$ cat src/rtl/page_framebuffer_sprite_overlay_core_defines.svh
// ----------------------------------------------------------------------------
// Assertion macros for the page frame buffer sprite overlay core
// Clocked on clk, disabled while rst_n is low.
// ----------------------------------------------------------------------------
`ifndef PAGE_FRAMEBUFFER_SPRITE_OVERLAY_CORE_DEFINES_SVH
`define PAGE_FRAMEBUFFER_SPRITE_OVERLAY_CORE_DEFINES_SVH

// same-cycle implication
`define PFSO_ASSERT_SAME(lbl, ante, cons, msg) \
  lbl: assert property (@(posedge clk) disable iff (!rst_n) (ante) |-> (cons)) \
    else $error(msg);

// next-cycle implication
`define PFSO_ASSERT_NEXT(lbl, ante, cons, msg) \
  lbl: assert property (@(posedge clk) disable iff (!rst_n) (ante) |=> (cons)) \
    else $error(msg);

`endif

$ cat src/rtl/pfso_pkg.sv
// ----------------------------------------------------------------------------
// pfso_pkg
// Types, constants and tile helpers for the sprite overlay core.
// ----------------------------------------------------------------------------
package pfso_pkg;

  localparam int WIDTH_PIXELS  = 128;
  localparam int HEIGHT_PIXELS = 64;
  localparam int TILE_COLS     = WIDTH_PIXELS / 8;
  localparam int TILE_PAGES    = HEIGHT_PIXELS / 8;
  localparam int TILE_COUNT    = TILE_COLS * TILE_PAGES;
  localparam int ADDR_W        = $clog2(TILE_COUNT);

  localparam logic [1:0] MODE_FILL   = 2'd0;
  localparam logic [1:0] MODE_TILE   = 2'd1;
  localparam logic [1:0] MODE_SPRITE = 2'd2;

  localparam logic [1:0] LAST_QUAD   = 2'd3;

  typedef enum logic {
    ST_IDLE,
    ST_SPRITE
  } state_t;

  typedef struct packed {
    logic              rd_en;
    logic              wr_en;
    logic              fill_en;
    logic              fill_ones;
    logic [ADDR_W-1:0] addr;
    logic [63:0]       wdata;
  } store_req_t;

  typedef struct packed {
    logic [2:0] xoff;
    logic [2:0] yoff;
    logic       right;
    logic       bottom;
  } quad_ctrl_t;

  typedef struct packed {
    logic [4:0] col;
    logic [3:0] page;
    logic       on_screen;
    logic       last;
  } quad_info_t;

  typedef struct packed {
    logic [3:0]  page;
    logic [7:0]  start_column;
    logic [63:0] tile_data;
    logic        off_screen;
    logic        last;
  } out_item_t;

  function automatic logic tile_on_screen(logic [4:0] col, logic [3:0] page);
    return (int'(col) < TILE_COLS) && (int'(page) < TILE_PAGES);
  endfunction

  function automatic logic [ADDR_W-1:0] tile_addr(logic [4:0] col, logic [3:0] page);
    return ADDR_W'(int'(page) * TILE_COLS + int'(col));
  endfunction

  // tile touched by quadrant q of a sprite at tile c,p (bit0 right, bit1 bottom)
  function automatic quad_info_t quad_info(logic [3:0] c, logic [2:0] p, logic [1:0] q);
    quad_info_t qi;
    qi.col       = {1'b0, c} + 5'(q[0]);
    qi.page      = {1'b0, p} + 4'(q[1]);
    qi.on_screen = tile_on_screen(qi.col, qi.page);
    qi.last      = (q == LAST_QUAD);
    return qi;
  endfunction

endpackage

$ cat src/rtl/pfso_col_lane.sv
// ----------------------------------------------------------------------------
// pfso_col_lane
// One column byte of a composed tile: picks the sprite byte for this column,
// shifts it by the row offset and ORs it over the background byte.
// ----------------------------------------------------------------------------
module pfso_col_lane (
  input  logic [2:0]           lane_idx,
  input  pfso_pkg::quad_ctrl_t ctrl,
  input  logic [63:0]          sprite,
  input  logic [7:0]           bg_byte,
  output logic [7:0]           out_byte
);

  logic       covered;
  logic [2:0] src_idx;
  logic [7:0] src;
  logic [7:0] shifted;

  always_comb begin
    covered = ctrl.right ? (lane_idx < ctrl.xoff) : (lane_idx >= ctrl.xoff);
    // left and right halves index the sprite the same way modulo 8
    src_idx = lane_idx - ctrl.xoff;
    src     = sprite[{src_idx, 3'b000} +: 8];
    if (ctrl.bottom) begin
      shifted = (ctrl.yoff == 3'd0) ? 8'h00 : (src >> (4'd8 - {1'b0, ctrl.yoff}));
    end else begin
      shifted = src << ctrl.yoff;
    end
    out_byte = bg_byte | (covered ? shifted : 8'h00);
  end

endmodule

$ cat src/rtl/pfso_compose.sv
// ----------------------------------------------------------------------------
// pfso_compose
// Eight column lanes in parallel and the merge of their bytes into one
// result word with page, start column and edge flags.
// ----------------------------------------------------------------------------
module pfso_compose (
  input  pfso_pkg::quad_ctrl_t ctrl,
  input  pfso_pkg::quad_info_t info,
  input  logic [63:0]          sprite,
  input  logic [63:0]          stored,
  output pfso_pkg::out_item_t  item
);

  logic [63:0] bg;
  logic [63:0] merged;

  // beyond the edge the background is blank
  assign bg = info.on_screen ? stored : 64'h0;

  for (genvar i = 0; i < 8; i++) begin : g_lane
    pfso_col_lane u_lane (
      .lane_idx (3'(i)),
      .ctrl     (ctrl),
      .sprite   (sprite),
      .bg_byte  (bg[8*i +: 8]),
      .out_byte (merged[8*i +: 8])
    );
  end

  always_comb begin
    item.page         = info.page;
    item.start_column = {info.col, 3'b000};
    item.tile_data    = merged;
    item.off_screen   = !info.on_screen;
    item.last         = info.last;
  end

endmodule

$ cat config.mk
export PLATFORM = sky130hd
export DESIGN_NAME = pfso_compose
export DESIGN_NICKNAME = d
export VERILOG_FILES = /design/src/rtl/page_framebuffer_sprite_overlay_core_defines.svh /design/src/rtl/pfso_pkg.sv /design/src/rtl/pfso_col_lane.sv /design/src/rtl/pfso_compose.sv
export SDC_FILE = /design/constraint.sdc
export NUM_CORES = 1
export LEC_CHECK = 0
export ABC_AREA = 0
export BUFFER_PORTS_ARGS = -buffer_cell sky130_fd_sc_hd__buf_2
export CORE_MARGIN = 2
export CORE_UTILIZATION = 40
export DETAILED_ROUTE_END_ITERATION = 16
export PLACE_DENSITY = 0.65
export SLEW_MARGIN = 0
export SYNTH_ARGS = -nofsm -noshare
export SYNTH_HDL_FRONTEND = slang
export SYNTH_SLANG_ARGS = --single-unit
$ cat constraint.sdc
create_clock -name vclk -period 11.75
set_input_delay 2.35 -clock vclk [all_inputs]
set_output_delay 2.35 -clock vclk [all_outputs]
set_load 0.05 [all_outputs]
; Yosys cells after proc, flatten, opt, wreduce, memory -nomap -nowiden
; Index checks and enable logic that the tools add are counted.
[word_totals]
register_bits = 0
elab_cells = 92
in_bits = 147
output_inout_bits = 78
[op_classes]
bitwise_logic = 8
n_shift = 24
order_cmp = 16
n_addsub = 9
reduce_logical = 2
muxes = 33
[ops]
columns = op, count
row1 = $shiftx 64x7->8, 8
row2 = $mux 8, 24
row3 = $mux 64, 1
row4 = $or 8x8->8, 8
row5 = $shl 8x3->8, 8
row6 = $shr 8x4->8, 8
row7 = $ge 3x3->1 const A, 4
row8 = $lt 3x3->1 const A, 4
row9 = $sub 3x3->3 const A, 4
row10 = $mux 1, 8
row11 = $ge 1x3->1 const A, 2
row12 = $ge 2x3->1 const A, 2
row13 = $lt 1x3->1 const A, 2
row14 = $lt 2x3->1 const A, 2
row15 = $sub 1x3->3 const A, 2
row16 = $sub 2x3->3 const A, 2
row17 = $sub 4x3->4 const A, 1
row18 = $logic_not 3->1, 1
row19 = $logic_not 1->1, 1

; Depth between registers and ports, before layout
[depth]
word_depth = 7
ltp_mapped = 17
depth_no_buf = 9

; By module
; From an unflattened synthesis, not the netlist that was laid out.
[hier_totals]
hier_cells = 1552
hier_area_um2 = 12196.7
[by_module_without_submodules]
columns = mod, seq_area_each_um2, cells_per_inst, area_per_inst_um2, n_inst
row1 = pfso_col_lane (g_lane[2].u_lane ...), 0.0, 195, 1472.7, 5
row2 = pfso_col_lane (g_lane[0].u_lane ...), 0.0, 167, 1381.3, 2
row3 = pfso_col_lane (g_lane[6].u_lane), 0.0, 156, 1488.9, 1
row4 = pfso_compose, 0.0, 87, 581.8, 1

; Least setup slack after synthesis
; No wires, ideal clock.
[synth_timing]
kind = input port to output port
start = input ctrl[5] (netlist name)
end = output item[39] (netlist name)
path_slack_ps = 2320
n_path_buf = 6
t_required_ps = 9400
arrival_time_ps = 7080
path_stages = 15
cell_sequence = buf_4 > buf_6 > clkinv_1 > buf_4 > buf_2 > clkbuf_1 > ha_1 > ha_1 > clkbuf_1 > mux4_2 > mux2i_1 > mux2_2 > nor2_1 > a21oi_1 > o311ai_0
[synth_lines]
columns = element, line
row1 = start: declaration, pfso_compose.sv:7  ; input pfso_pkg::quad_ctrl_t ctrl,
row2 = end: declaration, pfso_compose.sv:11  ; output pfso_pkg::out_item_t item

==> impl_metrics.toml <==
[setup_path]
cp-startpoint = "ctrl[3]"
start_kind = "input port"
path_max_fanout = 34
required_ps = 9400
worstSetupPathType = "input port to output pin"
worst_setup_path_end_kind = "output pin"
cp.arrival_ps = 6810

[timing]
worst_slack_ps = 2587
fin_setup_tns_ps = 0
period_needed_ps = 9163
tightest_slew_ps = 1276
slew_viol_final = 0
setup_viol = 0
post-route-period-util_pct = 77.98
finalHoldViolCount = 0
rsz0062_at_grt = "false"
whs_ps = 4700
clock.fmax_mhz = 109.1
slew_headroom_pct = 14.94

[die]
core-area_mm2 = 0.02340
fp.dieW_um = 158.3
die_h_um = 158.3
std_cell_rows = 56
ios = 225
die-area_mm2 = 0.02507
start_util_pct = 40.71

[finish]
area_growth_syn_to_layout_pct = 9.980
finalNonFillerCells = 1608
nets = 1450
seq_cells = 0
final_layout_size_suffix_gt1_share_pct = 31.57
final-seq-area_um2 = 0
stdcell_area_mm2 = 0.01048
utilization_pct = 44.78
fill_cells = 2476
multi_input_area_mm2 = 0.008820
diodes = 0
mostFrequentLayoutCell = "buf_2"
final_cell_mix = "buf_2, nand2_1, mux2i_1"
clkbuf_count = 0

[power_and_ir_drop]
power_density_mw_per_mm2 = 76.93
total_power_mw = 0.8061
p_int_mw = 0.2677
power.share.switching_pct = 66.79
power.switching_mw = 0.5384
seqPwrFrac_pct = 0
leakagePower_nw = 4.212
worst_ir_drop_vdd_mv = 0.03345
pwr-share-clk_pct = 0
pwr-share-comb_pct = 100.0

[grt]
overflow = 0
grt_pass1_wl_um = 71500
grt_start_max_net_pins = 74
grt_pass1_vias = 10660
grt_antenna_before_repair = 1
track_usage_pct = 38.03

[routing]
vias_per_cell = 7.422
vias = 11940
drtAntennaViolNets = 0
wl_per_cell_um = 30.57
drc = 0
drt_wl_total_um = 49160
dr.first_iter.drc_count = 2103
first_pass_iters = 6

[synth]
synth-compound-area-share_pct = 28.02
synth_cells = 1192
synth-xor-area-share_pct = 0.6566
ys_types = 80
synth_top_family_by_area = "multiplexers"
syn_area_mm2 = 0.009528
ys_warn_count = 0
synth_mux_area_share_pct = 45.32
syn_area_per_cell_um2 = 7.993
yosys.area_share.simple_pct = 16.85
synth-adder-area-share_pct = 1.576
synth-seq-area-share_pct = 0

[placement]
place_area_mm2 = 0.01048
dpl.hpwl_um = 36400
dpl.cell_count = 1608
pre_cts_ws_ps = 2778
io_buffers = 202
gp_congestion = 0.9930

[outcome]
status = "finished clean"

[job]
max_cap_violations = 0

[clock_tree]
cts_resized = 0
cts_hold_buf = 0
post-cts-setup-buffers = 0

[worst_hold_path]
min_from = "info[8]"
hp-class = "input port to output pin"
[layer usage]
metal	GRT usage, %	up-vias	part of all wire [%]
li1	-	4971	-
met1	55.20	5610	38
met2	56.92	1189	42
met3	6.886	165	16
met4	12.36	0	4.5
met5	0	-	0
[final timing paths]
check | cells past startpoint | to
worst max-delay path | 12 | item[37]
worst min-delay path | 0 | item[71]
[final cells by class]
class,count,area share (%)
Multi-Input combinational cell,1049,84.17
Tap cell,319,3.809
Inverter,11,0.3940
Timing Repair Buffer,229,11.63
[power by group through the flow]
stage / registers [mW] / logic [mW] / clock network [mW]
after CTS: 0 / 0.775 / 0
after global routing: 0 / 0.836 / 0
after global placement: 0 / 0.772 / 0
final: 0 / 0.806 / 0
after detailed placement: 0 / 0.773 / 0
after floorplan: 0 / 0.551 / 0
[critical path, cell delays in order]
cell	delay, ps
buf_2	470
inv_1	520
ha_1	420
buf_4	280
inv_1	580
buf_4	350
nand3_1	420
nor2_1	380
a22oi_1	120
a41o_1	260
a21oi_1	290
buf_2	330
[synth_stat cells, types with 27 or more instances]
cell | n | area, µm²
a21oi_1 | 69 | 345.3
nor3_1 | 27 | 135.1
nand2_1 | 143 | 536.8
mux2_2 | 55 | 619.3
a211oi_1 | 27 | 202.7
nand3_1 | 32 | 160.2
mux4_2 | 102 | 2297
buf_2 | 27 | 135.1
mux2i_1 | 131 | 1311
nor2_1 | 83 | 311.6
o21ai_0 | 56 | 280.3
clkbuf_1 | 65 | 244.0
a22oi_1 | 27 | 202.7
[kinds of logic after synthesis]
group	after synthesis
compound gates	380
xor+xnor	5
fa+ha+maj	12
buf+inv	145
mux	293
other cells	1
simple gates	356
(Power assumes the default switching activity.)
